$ cat config.mk
export PLATFORM = sky130hd
export DESIGN_NAME = server_pool_countdown_allocator_unit
export DESIGN_NICKNAME = d
export VERILOG_FILES = /design/src/sv/spca_pkg.sv /design/src/sv/server_pool_countdown_allocator_unit.sv
export SDC_FILE = /design/constraint.sdc
export NUM_CORES = 1
export LEC_CHECK = 0
export ABC_CLOCK_PERIOD_IN_PS = 9150
export BUFFER_PORTS_ARGS = -buffer_cell sky130_fd_sc_hd__buf_2
export CAP_MARGIN = 20
export CORE_MARGIN = 2
export CORE_UTILIZATION = 44
export CTS_BUF_LIST = sky130_fd_sc_hd__clkbuf_2 sky130_fd_sc_hd__clkbuf_4 sky130_fd_sc_hd__clkbuf_8
export DETAILED_ROUTE_END_ITERATION = 6
export GPL_ROUTABILITY_DRIVEN = 0
export PLACE_DENSITY = 0.68
export SKIP_CTS_REPAIR_TIMING = 1
export SYNTH_ARGS = -nofsm -noshare
export SYNTH_HDL_FRONTEND = slang
export SYNTH_SLANG_ARGS = --single-unit
$ cat constraint.sdc
create_clock -name clk -period 9.15 [get_ports clk]
set_input_delay 2.2875 -clock clk [delete_from_list [all_inputs] [get_ports clk]]
set_output_delay 2.2875 -clock clk [all_outputs]
set_load 0.01 [all_outputs]
$ cat src/sv/spca_pkg.sv
package spca_pkg;

  // Result field widths (fixed by the interface)
  localparam int SRV_W   = 4;
  localparam int DATA_W  = 16;
  localparam int DTIME_W = 18;
  localparam int SUM_W   = 5;

  // At most this many departures are reported per tick
  localparam int RES_MAX = 16;
  localparam int RES_W   = $clog2(RES_MAX + 1);

  // Configuration space
  localparam int PADDR_W = 3;
  localparam int PDATA_W = 32;
  localparam logic [0:0] REG_ACTIVE_SERVERS = 1'b0;
  localparam logic [SUM_W-1:0] ACTIVE_RESET = SUM_W'(1);

  // Request codes
  localparam logic REQ_TICK   = 1'b0;
  localparam logic REQ_ASSIGN = 1'b1;

  // Customer record held per server
  typedef struct packed {
    logic [DATA_W-1:0] customer;
    logic [DATA_W-1:0] arrival;
    logic [DATA_W-1:0] waiting;
    logic [DATA_W-1:0] ctime;
  } rec_t;

endpackage

$ cat src/sv/server_pool_countdown_allocator_unit.sv
// Assign, or tick with no departure: a countdown scan over the n servers in use, then one result
// (n = servers in use); the next transfer is taken once busy drops.
// Tick with departures: a countdown scan, then a departure scan that strobes each departed
// server in index order, one result per departure, before the next transfer is taken.
// busy drops with the last result strobe; the receiver cannot stall. Both scans share one read port.
// rst clears all servers to free and sets active_servers to 1; records need no clearing.
module server_pool_countdown_allocator_unit #(
  parameter int MAX_SERVERS = 16,
  parameter int TIME_WIDTH  = 16
) (
  input  logic                          clk,
  input  logic                          rst,
  // command channel
  input  logic                          start,
  output logic                          busy,
  input  logic                          req_type,
  input  logic [spca_pkg::SRV_W-1:0]    server_index,
  input  logic [spca_pkg::DATA_W-1:0]   customer_number,
  input  logic [spca_pkg::DATA_W-1:0]   arrival_time,
  input  logic [spca_pkg::DATA_W-1:0]   waiting_time,
  input  logic [spca_pkg::DATA_W-1:0]   customer_time,
  input  logic [spca_pkg::DATA_W-1:0]   service_time,
  // result channel
  output logic                          result_strobe,
  output logic                          departed,
  output logic [spca_pkg::SRV_W-1:0]    departed_server,
  output logic [spca_pkg::DATA_W-1:0]   departed_customer,
  output logic [spca_pkg::DTIME_W-1:0]  departure_time,
  output logic signed [spca_pkg::SUM_W-1:0] first_free,
  output logic [spca_pkg::SUM_W-1:0]    busy_count,
  output logic                          bad_index,
  output logic                          last,
  // configuration port
  input  logic                          psel,
  input  logic                          penable,
  input  logic                          pwrite,
  input  logic [spca_pkg::PADDR_W-1:0]  paddr,
  input  logic [spca_pkg::PDATA_W-1:0]  pwdata,
  output logic [spca_pkg::PDATA_W-1:0]  prdata,
  output logic                          pready
);
  import spca_pkg::*;

  localparam int IDX_W = (MAX_SERVERS > 1) ? $clog2(MAX_SERVERS) : 1;
  localparam int CNT_W = $clog2(MAX_SERVERS + 1);

  typedef enum logic [1:0] {ST_IDLE, ST_SCAN, ST_EMIT} state_t;

  state_t                 state;
  logic [SUM_W-1:0]       active_servers;
  logic [MAX_SERVERS-1:0] busy_mark;
  logic [MAX_SERVERS-1:0] dep_mark;
  logic [CNT_W-1:0]       rd_cnt;
  logic                   s1_valid;
  logic [IDX_W-1:0]       s1_idx;
  logic                   is_tick;
  logic                   bad_q;
  logic [CNT_W-1:0]       cnt;
  logic                   found;
  logic [IDX_W-1:0]       first_idx;
  logic [CNT_W-1:0]       dep_total;
  logic [RES_W-1:0]       emitted;

  // Record memories, one read port shared by both scans
  logic [TIME_WIDTH-1:0]  rem_mem [MAX_SERVERS];
  rec_t                   rec_mem [MAX_SERVERS];
  logic [TIME_WIDTH-1:0]  rem_q;
  rec_t                   rec_q;

  logic [CNT_W-1:0]       n;
  logic [IDX_W-1:0]       rd_addr;
  logic [IDX_W-1:0]       asg_addr;
  logic [31:0]            idx32;
  logic [31:0]            st32;
  logic [TIME_WIDTH-1:0]  st_load;
  logic                   idx_ok;
  logic                   accept;
  logic                   asg_wr;
  logic [TIME_WIDTH-1:0]  dec;
  logic                   s1_busy;
  logic                   s1_free_now;
  logic                   s1_busy_after;
  logic                   rem_wr;
  logic [IDX_W-1:0]       rem_wr_addr;
  logic [TIME_WIDTH-1:0]  rem_wr_data;
  logic                   issue;
  logic [31:0]            limit;
  logic [31:0]            first32;
  logic [31:0]            cnt32;
  logic [SUM_W-1:0]       ff_val;
  logic [SUM_W-1:0]       bc_val;
  logic [31:0]            s1_idx32;
  logic                   cfg_wr;

  // Servers in use, clipped to the pool size
  assign n = (32'(active_servers) > 32'(MAX_SERVERS)) ? CNT_W'(MAX_SERVERS)
                                                       : CNT_W'(active_servers);

  assign busy    = (state != ST_IDLE);
  assign accept  = start && (state == ST_IDLE);
  assign idx32   = 32'(server_index);
  assign asg_addr = idx32[IDX_W-1:0];
  assign idx_ok  = (idx32 < 32'(n));
  assign asg_wr  = accept && (req_type == REQ_ASSIGN) && idx_ok;

  // Service time masked to the countdown width, zero loads as one
  assign st32    = 32'(service_time);
  assign st_load = (st32[TIME_WIDTH-1:0] == '0) ? TIME_WIDTH'(1) : st32[TIME_WIDTH-1:0];

  // Countdown stage of the scan
  assign dec           = rem_q - TIME_WIDTH'(1);
  assign s1_busy       = busy_mark[s1_idx];
  assign s1_free_now   = s1_busy && is_tick && (dec == '0);
  assign s1_busy_after = s1_busy && !s1_free_now;

  assign rd_addr = rd_cnt[IDX_W-1:0];
  assign issue   = (rd_cnt < n);

  // Countdown write port: load on assign, decrement during the tick scan
  assign rem_wr      = asg_wr || ((state == ST_SCAN) && s1_valid && s1_busy && is_tick);
  assign rem_wr_addr = asg_wr ? asg_addr : s1_idx;
  assign rem_wr_data = asg_wr ? st_load : dec;

  // Step summary from the scan accumulators
  assign first32 = 32'(first_idx);
  assign cnt32   = 32'(cnt);
  assign ff_val  = found ? first32[SUM_W-1:0] : '1;
  assign bc_val  = cnt32[SUM_W-1:0];
  assign limit   = (32'(dep_total) > 32'(RES_MAX)) ? 32'(RES_MAX) : 32'(dep_total);
  assign s1_idx32 = 32'(s1_idx);

  always_ff @(posedge clk) begin
    if (rem_wr) begin
      rem_mem[rem_wr_addr] <= rem_wr_data;
    end
    rem_q <= rem_mem[rd_addr];
  end

  always_ff @(posedge clk) begin
    if (asg_wr) begin
      rec_mem[asg_addr] <= '{customer: customer_number, arrival: arrival_time,
                             waiting: waiting_time, ctime: customer_time};
    end
    rec_q <= rec_mem[rd_addr];
  end

  // Configuration register
  assign cfg_wr = psel && penable && pwrite && pready
                  && (paddr[PADDR_W-1:2] == REG_ACTIVE_SERVERS);
  assign pready = 1'b1;
  assign prdata = (paddr[PADDR_W-1:2] == REG_ACTIVE_SERVERS) ? PDATA_W'(active_servers)
                                                             : '0;

  always_ff @(posedge clk) begin
    if (rst) begin
      active_servers <= ACTIVE_RESET;
    end else if (cfg_wr) begin
      active_servers <= pwdata[SUM_W-1:0];
    end
  end

  // Sequencer: accept, countdown scan, departure scan
  always_ff @(posedge clk) begin
    if (rst) begin
      state         <= ST_IDLE;
      busy_mark     <= '0;
      dep_mark      <= '0;
      rd_cnt        <= '0;
      s1_valid      <= 1'b0;
      s1_idx        <= '0;
      is_tick       <= 1'b0;
      bad_q         <= 1'b0;
      cnt           <= '0;
      found         <= 1'b0;
      first_idx     <= '0;
      dep_total     <= '0;
      emitted       <= '0;
      result_strobe <= 1'b0;
      departed      <= 1'b0;
      departed_server   <= '0;
      departed_customer <= '0;
      departure_time    <= '0;
      first_free    <= '0;
      busy_count    <= '0;
      bad_index     <= 1'b0;
      last          <= 1'b0;
    end else begin
      result_strobe <= 1'b0;

      // shared read issue for both scans
      if (state != ST_IDLE) begin
        if (issue) begin
          rd_cnt   <= rd_cnt + CNT_W'(1);
          s1_valid <= 1'b1;
          s1_idx   <= rd_addr;
        end else begin
          s1_valid <= 1'b0;
        end
      end

      unique case (state)
        ST_IDLE: begin
          if (accept) begin
            is_tick   <= (req_type == REQ_TICK);
            bad_q     <= (req_type == REQ_ASSIGN) && !idx_ok;
            if (asg_wr) begin
              busy_mark[asg_addr] <= 1'b1;
            end
            dep_mark  <= '0;
            dep_total <= '0;
            cnt       <= '0;
            found     <= 1'b0;
            emitted   <= '0;
            rd_cnt    <= '0;
            s1_valid  <= 1'b0;
            state     <= ST_SCAN;
          end
        end

        ST_SCAN: begin
          if (s1_valid) begin
            if (s1_free_now) begin
              busy_mark[s1_idx] <= 1'b0;
              dep_mark[s1_idx]  <= 1'b1;
              dep_total         <= dep_total + CNT_W'(1);
            end
            if (s1_busy_after) begin
              cnt <= cnt + CNT_W'(1);
            end else if (!found) begin
              found     <= 1'b1;
              first_idx <= s1_idx;
            end
          end else if (!issue) begin
            // scan finished: summary known
            if (!is_tick || (dep_total == '0)) begin
              result_strobe     <= 1'b1;
              departed          <= 1'b0;
              departed_server   <= '0;
              departed_customer <= '0;
              departure_time    <= '0;
              first_free        <= ff_val;
              busy_count        <= bc_val;
              bad_index         <= bad_q;
              last              <= 1'b1;
              state             <= ST_IDLE;
            end else begin
              // s1_valid is already cleared by the issue logic
              rd_cnt   <= '0;
              state    <= ST_EMIT;
            end
          end
        end

        ST_EMIT: begin
          // one departure transfer per marked server, lowest index first
          if (s1_valid && dep_mark[s1_idx]) begin
            result_strobe     <= 1'b1;
            departed          <= 1'b1;
            departed_server   <= s1_idx32[SRV_W-1:0];
            departed_customer <= rec_q.customer;
            departure_time    <= DTIME_W'(rec_q.arrival) + DTIME_W'(rec_q.waiting)
                                 + DTIME_W'(rec_q.ctime);
            first_free        <= ff_val;
            busy_count        <= bc_val;
            bad_index         <= 1'b0;
            emitted           <= emitted + RES_W'(1);
            if ((32'(emitted) + 32'd1) == limit) begin
              last  <= 1'b1;
              state <= ST_IDLE;
            end else begin
              last  <= 1'b0;
            end
          end
        end

        default: state <= ST_IDLE;
      endcase
    end
  end

endmodule
==> run_results.csv, run 1 <==
group,metric,value,unit
yosys,syn_area,57160,µm²
route,vias,28090,
critical_path,cpLargestDelayFamily,"simple AND/OR/NAND/NOR gates",
critical_path,crit_chain,"buf_2 -> ha_1 -> or4b_1 -> a21oi_1 -> o21ai_4 -> buf_4 -> or3_1 -> nor2_4 -> buf_4",
critical_path,worst_path_largest_cell_delay,0.89,ns
route,dr.pass1.iters,6,
critical_path,startpoint_type,"input port",
pwr,p_leak,0.02063,µW
timing,worstMarginPinSlew,1.112,ns
yosys,ys_types,76,
route,vias_per_cell,5.575,
timing,finalHoldViolations,0,
final_layout,stdcell_area,65150,µm²
job,max_cap_viol_count,0,
route,drt-wirelength-per-cell,25.19,µm
pwr,power.total,14390,µW
final_layout,multiInputGateArea,14030,µm²
clocking,clock-sinks,1483,
final_layout,area_growth,13.97,%
global_route,grt_start_max_net_pins,140,
yosys,ys.flop_type,"edfxtp_1",
clocking,clockRootBuffer,"clkbuf_8",
critical_path,crit_type,"input port to register",
clocking,cts_buffers,228,
final_layout,fin_nets,3266,
timing,final_max_slew_viol_count,0,
floorplanning,die_area,132800,µm²
floorplanning,start_util,44.26,%
final_layout,layout_common_cells,"edfxtp_1, mux4_2, clkbuf_8",
run_status,status,"complete, no violations",
placed_design,hpwlAfterDp,69890,µm
clocking,path_clk_slew,0.06,ns
route,drc_errors,0,
yosys,syn_inst,2783,
timing,timing.fmax,178.0,MHz
floorplanning,core,129200,µm²
timing,hold_slack,0.4585,ns
final_layout,utilization,50.44,%
critical_path,critPathCaptureType,"register",
route,drt_iter0_markers,2808,
critical_path,crit_buf_inv,3,
timing,period_share,61.39,%
critical_path,cpMostUsedCell,"buf_4",
yosys,yosys-top-cells-area,"edfxtp_1, mux4_2, dfxtp_1",
yosys,netlist.area_leader.share,67.24,%
clocking,clk_latency,0.95,ns
final_layout,final_common_cell,"edfxtp_1",
final_layout,fill_cells,10270,
yosys,synth-seq-cells,1483,
critical_path,cp.required,9.69,ns
floorplanning,die_w,364.4,µm
yosys,yosys.area.top_type,"edfxtp_1",
global_route,grt_pass1_vias,28590,
floorplanning,rows,132,
yosys,async_flop_share,0,%
floorplanning,ios,212,
pwr,pwr_density_cell,220.9,nW/µm²
timing,slew_headroom,25.68,%
yosys,yosysWarnings,0,
critical_path,cp_max_fo,48,
final_layout,seq_area,42520,µm²
timing,setup_tns,0,ns
global_route,grt_pass1_wl,186800,µm
clocking,cts_tree,"done",
timing,period_needed,5.617,ns
timing,setup_viol_count_final,0,
clocking,htreeDepth,4,
yosys,syn_avg_cell_area,20.54,µm²
placed_design,placement.io_buffers,154,
route,wirelength,126900,µm
critical_path,slowest_stage,"nor2_4",
route,ant_nets,0,
global_route,grt-ovfl-total,0,
global_route,track_usage,19.25,%
clocking,ctsLongestPathBuffers,3,
critical_path,cp.arrival,6.16,ns
yosys,yosysSeqAreaShare,74.35,%
timing,fin_skew,0.04742,ns
yosys,synth_edf_count,1280,
placed_design,place_area,60180,µm²
global_route,antenna_found_initial,23,
min_path,hp-class,"register to register",
final_layout,drive_gt1_share,33.41,%
floorplanning,die_y,364.4,µm
timing,rsz0062_at_grt,"false",
pwr,ir_drop,169.5,µV
-- tightest hold or removal path, cell delays in order, from the launching register on --
cell     delay, ns
dfxtp_1       0.31
nand2_1       0.05
a21oi_1       0.05
-- Yosys cell counts (25+ instances only) --
library cell  instances
edfxtp_1           1280
mux4_2              409
dfxtp_1             203
nor2_1              164
clkbuf_1            110
nand2_1              71
a21oi_1              53
a22oi_1              34
buf_4                32
ha_1                 32
o21ai_0              29
nor3_1               25
-- logic make-up (layout without fill, tap and decap cells) --
group / after synthesis / after routing / share of synthesized area [%]
AO/OA/AOI/OAI: 209 / 209 / 2.513
XOR/XNOR: 31 / 31 / 0.5013
adder cells (fa/ha/maj): 49 / 49 / 1.296
buffers and inverters: 197 / 677 / 1.580
flip-flops: 1483 / 1483 / 74.35
multiplexers: 437 / 437 / 16.64
other: 2 / 35 / 0.01314
AND/OR/NAND/NOR: 375 / 375 / 3.102
-- state kept, by name (all words and copies together) (netlist names), 2 cells and up --
name	cells
rec_mem	1024
rem_mem	256
rec_q	64
departure_time	18
busy_mark	16
dep_mark	16
departed_customer	16
rem_q	16
active_servers	5
bc_val	5
busy_count	5
dep_total	5
emitted	5
first_free	5
rd_cnt	5
departed_server	4
first_idx	4
s1_idx	4
state	2
-- through the flow --
step           setup WS [ns]  std cells
2_1_floorplan          2.145       2809
3_3_place_gp           2.612       4592
3_5_place_dp           2.615       4594
4_1_cts                3.635       5022
5_1_grt                3.429       5034
6_report               3.533       5038
-- layer usage --
metal	share of wire, %	GRT usage [%]	vias up
li1	-	-	12080
met1	42	26.80	14680
met2	48	30.66	1102
met3	8.0	4.401	214
met4	2.0	5.396	16
met5	0.075	0	-
-- area by class of cell --
cell class,count,share of cell area [%]
inverter,22,0.1268
clock inverter,72,0.8028
clock buffer,356,6.685
multi-input combinational,1129,21.54
antenna,7,0.02689
sequential,1483,65.26
timing repair buffer,227,2.212
tap,1742,3.346
-- power by group --
group | total (µW) | switching (µW) | internal, µW
logic | 1170 | 646 | 527
registers | 7520 | 70.1 | 7450
clock network | 5700 | 2530 | 3170
-- final timing paths --
| check | start | to | slack [ns] | depth (start not counted) |
|---|---|---|---|---|
| worst max-delay path | server_index[1] | rec_mem[12][36] | 3.53 | 9 |
| worst min register to register | busy_count[0] | busy_count[0] | 0.46 | 2 |
| worst min-delay path | busy_count[0] | busy_count[0] | 0.46 | 2 |
| worst max register to register | state[0] | rec_mem[12][36] | 4.46 | 9 |
No activity file was read; power rests on OpenSTA's default activity.
==> run 2, diff against run 1 <==
--- a/config.mk
+++ b/config.mk
@@ -5,7 +5,7 @@
 export SDC_FILE = /design/constraint.sdc
 export NUM_CORES = 1
 export LEC_CHECK = 0
-export ABC_CLOCK_PERIOD_IN_PS = 9150
+export ABC_CLOCK_PERIOD_IN_PS = 5300
 export BUFFER_PORTS_ARGS = -buffer_cell sky130_fd_sc_hd__buf_2
 export CAP_MARGIN = 20
 export CORE_MARGIN = 2
==> constraint.sdc (replaced) <==
create_clock -name clk -period 5.3 [get_ports clk]
set_input_delay 1.325 -clock clk [delete_from_list [all_inputs] [get_ports clk]]
set_output_delay 1.325 -clock clk [all_outputs]
set_load 0.01 [all_outputs]
==> run_results.csv, run 2 (synthesized netlist as in run 1, its figures left out) <==
group,metric,value,unit
run_status,status,"complete, no violations",
global_route,grt_use_met3,5.013,%
floorplanning,die_area,132800,µm²
final_layout,drive_gt1_share,32.98,%
clocking,htreeDepth,4,
final_layout,layout.cells.non_filler,5040,
pwr,switching_share,22.84,%
timing,worstMarginPinSlew,1.101,ns
final_layout,stdcell_area,65300,µm²
global_route,gr-usage-met2,30.81,%
final_layout,layout_common_cells,"edfxtp_1, mux4_2, clkbuf_8",
global_route,antenna_found_initial,23,
pwr,p_leak,0.02061,µW
route,vias_per_cell,5.580,
placed_design,hpwlAfterDp,69720,µm
global_route,grt-ovfl-total,0,
clocking,clockRootBuffer,"clkbuf_8",
critical_path,cp.required,5.89,ns
min_path,hp-class,"register to register",
final_layout,reg.largest.list,"rec_mem x1024, rem_mem x256, rec_q x64",
timing,fin_skew,0.03966,ns
pwr,pwr-share-comb,8.3,%
global_route,grt_start_max_net_pins,124,
critical_path,worst_path_largest_cell_delay,0.61,ns
route,dr.pass1.iters,5,
critical_path,crit_chain,"clkinv_1 -> nand2_1 -> ha_1 -> or4b_1 -> a21oi_1 -> o21ai_4 -> or2_2 -> a21boi_0 -> nor2_2 -> buf_4",
floorplanning,die_w,364.4,µm
global_route,track_usage,19.31,%
route,drt-wirelength-per-cell,25.28,µm
job,max_cap_viol_count,0,
global_route,grt_pass1_wl,187700,µm
critical_path,cp.arrival,4.38,ns
final_layout,fin_nets,3261,
floorplanning,die_y,364.4,µm
clocking,cts_tree,"done",
global_route,grt_pass1_vias,28560,
clocking,clk_latency,0.92,ns
floorplanning,rows,132,
critical_path,startpoint_type,"register",
critical_path,cpLargestDelayFamily,"simple AND/OR/NAND/NOR gates",
route,drc_errors,0,
pwr,pwr-share-clk,39.5,%
global_route,met1_usage,26.35,%
placed_design,placement.io_buffers,154,
floorplanning,core,129200,µm²
floorplanning,ios,212,
timing,period_needed,3.792,ns
critical_path,crit_type,"register to register",
route,wirelength,127400,µm
clocking,ctsLongestPathBuffers,3,
clocking,cts_buffers,229,
critical_path,cp_max_fo,11,
critical_path,crit_buf_inv,2,
route,drt_iter0_markers,2893,
placed_design,place_area,60370,µm²
pwr,ir_drop,314.6,µV
pwr,p_sw,5672,µW
critical_path,ff2ff_setup_slack,1.51,ns
timing,period_share,71.55,%
pwr,pwr_density_cell,380.4,nW/µm²
timing,final_max_slew_viol_count,0,
timing,setup_viol_count_final,0,
pwr,p_int,19170,µW
timing,finalHoldViolations,0,
timing,timing.fmax,263.7,MHz
final_layout,largest_register,"rec_mem",
critical_path,slowest_stage,"nor2_2",
floorplanning,start_util,44.26,%
clocking,path_clk_slew,0.06,ns
timing,slew_headroom,26.57,%
placed_design,dp_cells,4592,
final_layout,final_common_cell,"edfxtp_1",
clocking,clock-sinks,1483,
route,vias,28120,
critical_path,critPathCaptureType,"register",
final_layout,area_growth,14.24,%
route,ant_nets,0,
final_layout,largest_reg_flops,1024,
pwr,seqPwrFrac,52.2,%
timing,rsz0062_at_grt,"false",
global_route,grt-busiest-layer,"met2",
[run 2: final cells by class]
type,count,area (µm²)
fill,10310,63860
sequential,1483,42520
multi-input combinational,1129,14030
clock buffer,348,4252
tap,1742,2180
timing repair buffer,221,1602
clock inverter,87,615.6
inverter,22,82.58
antenna,8,20.02
[run 2: power groups by stage]
| stage | Combinational [µW] | Sequential, µW | Clock [µW] |
|---|---|---|---|
| final | 2060 | 13000 | 9800 |
| after global routing | 2250 | 13000 | 10500 |
| after CTS | 2070 | 13000 | 10000 |
| after detailed placement | 2060 | 13200 | 0 |
| after global placement | 2040 | 13200 | 0 |
| after floorplan | 1500 | 13200 | 0 |
[run 2: stage by stage]
step / utilization (%) / setup WS [ns] / hold WS [ns] / setup TNS (ns) / power (µW)
floorplan: - / -0.7223 / 0.4271 / -245.13 / 14650
detailed placement: 46.75 / 0.6021 / 0.4465 / 0 / 15290
global route: 50.55 / 1.242 / 0.4677 / 0 / 25770
CTS: 50.51 / 1.468 / 0.4545 / 0 / 25070
global placement: 46.75 / 0.6034 / 0.4394 / 0 / 15260
finish: 50.56 / 1.508 / 0.4540 / 0 / 24840
[run 2: worst min-delay path: stages (launching register included)]
cell	delay, ns
dfxtp_1	0.31
nand2_1	0.05
a21oi_1	0.05
[run 2: per-layer routing]
layer,up-vias,share of wire (%)
met5,-,0.094
met4,18,1.9
met3,198,7.6
met2,1034,48
met1,14810,42
li1,12070,-
[run 2: final timing paths]
check,from,endpoint,depth (start not counted)
worst max-delay path,active_servers[4],rem_mem[15][5],10
worst min-delay path,first_free[4],first_free[4],2
worst max register to register,active_servers[4],rem_mem[15][5],10
worst min register to register,first_free[4],first_free[4],2
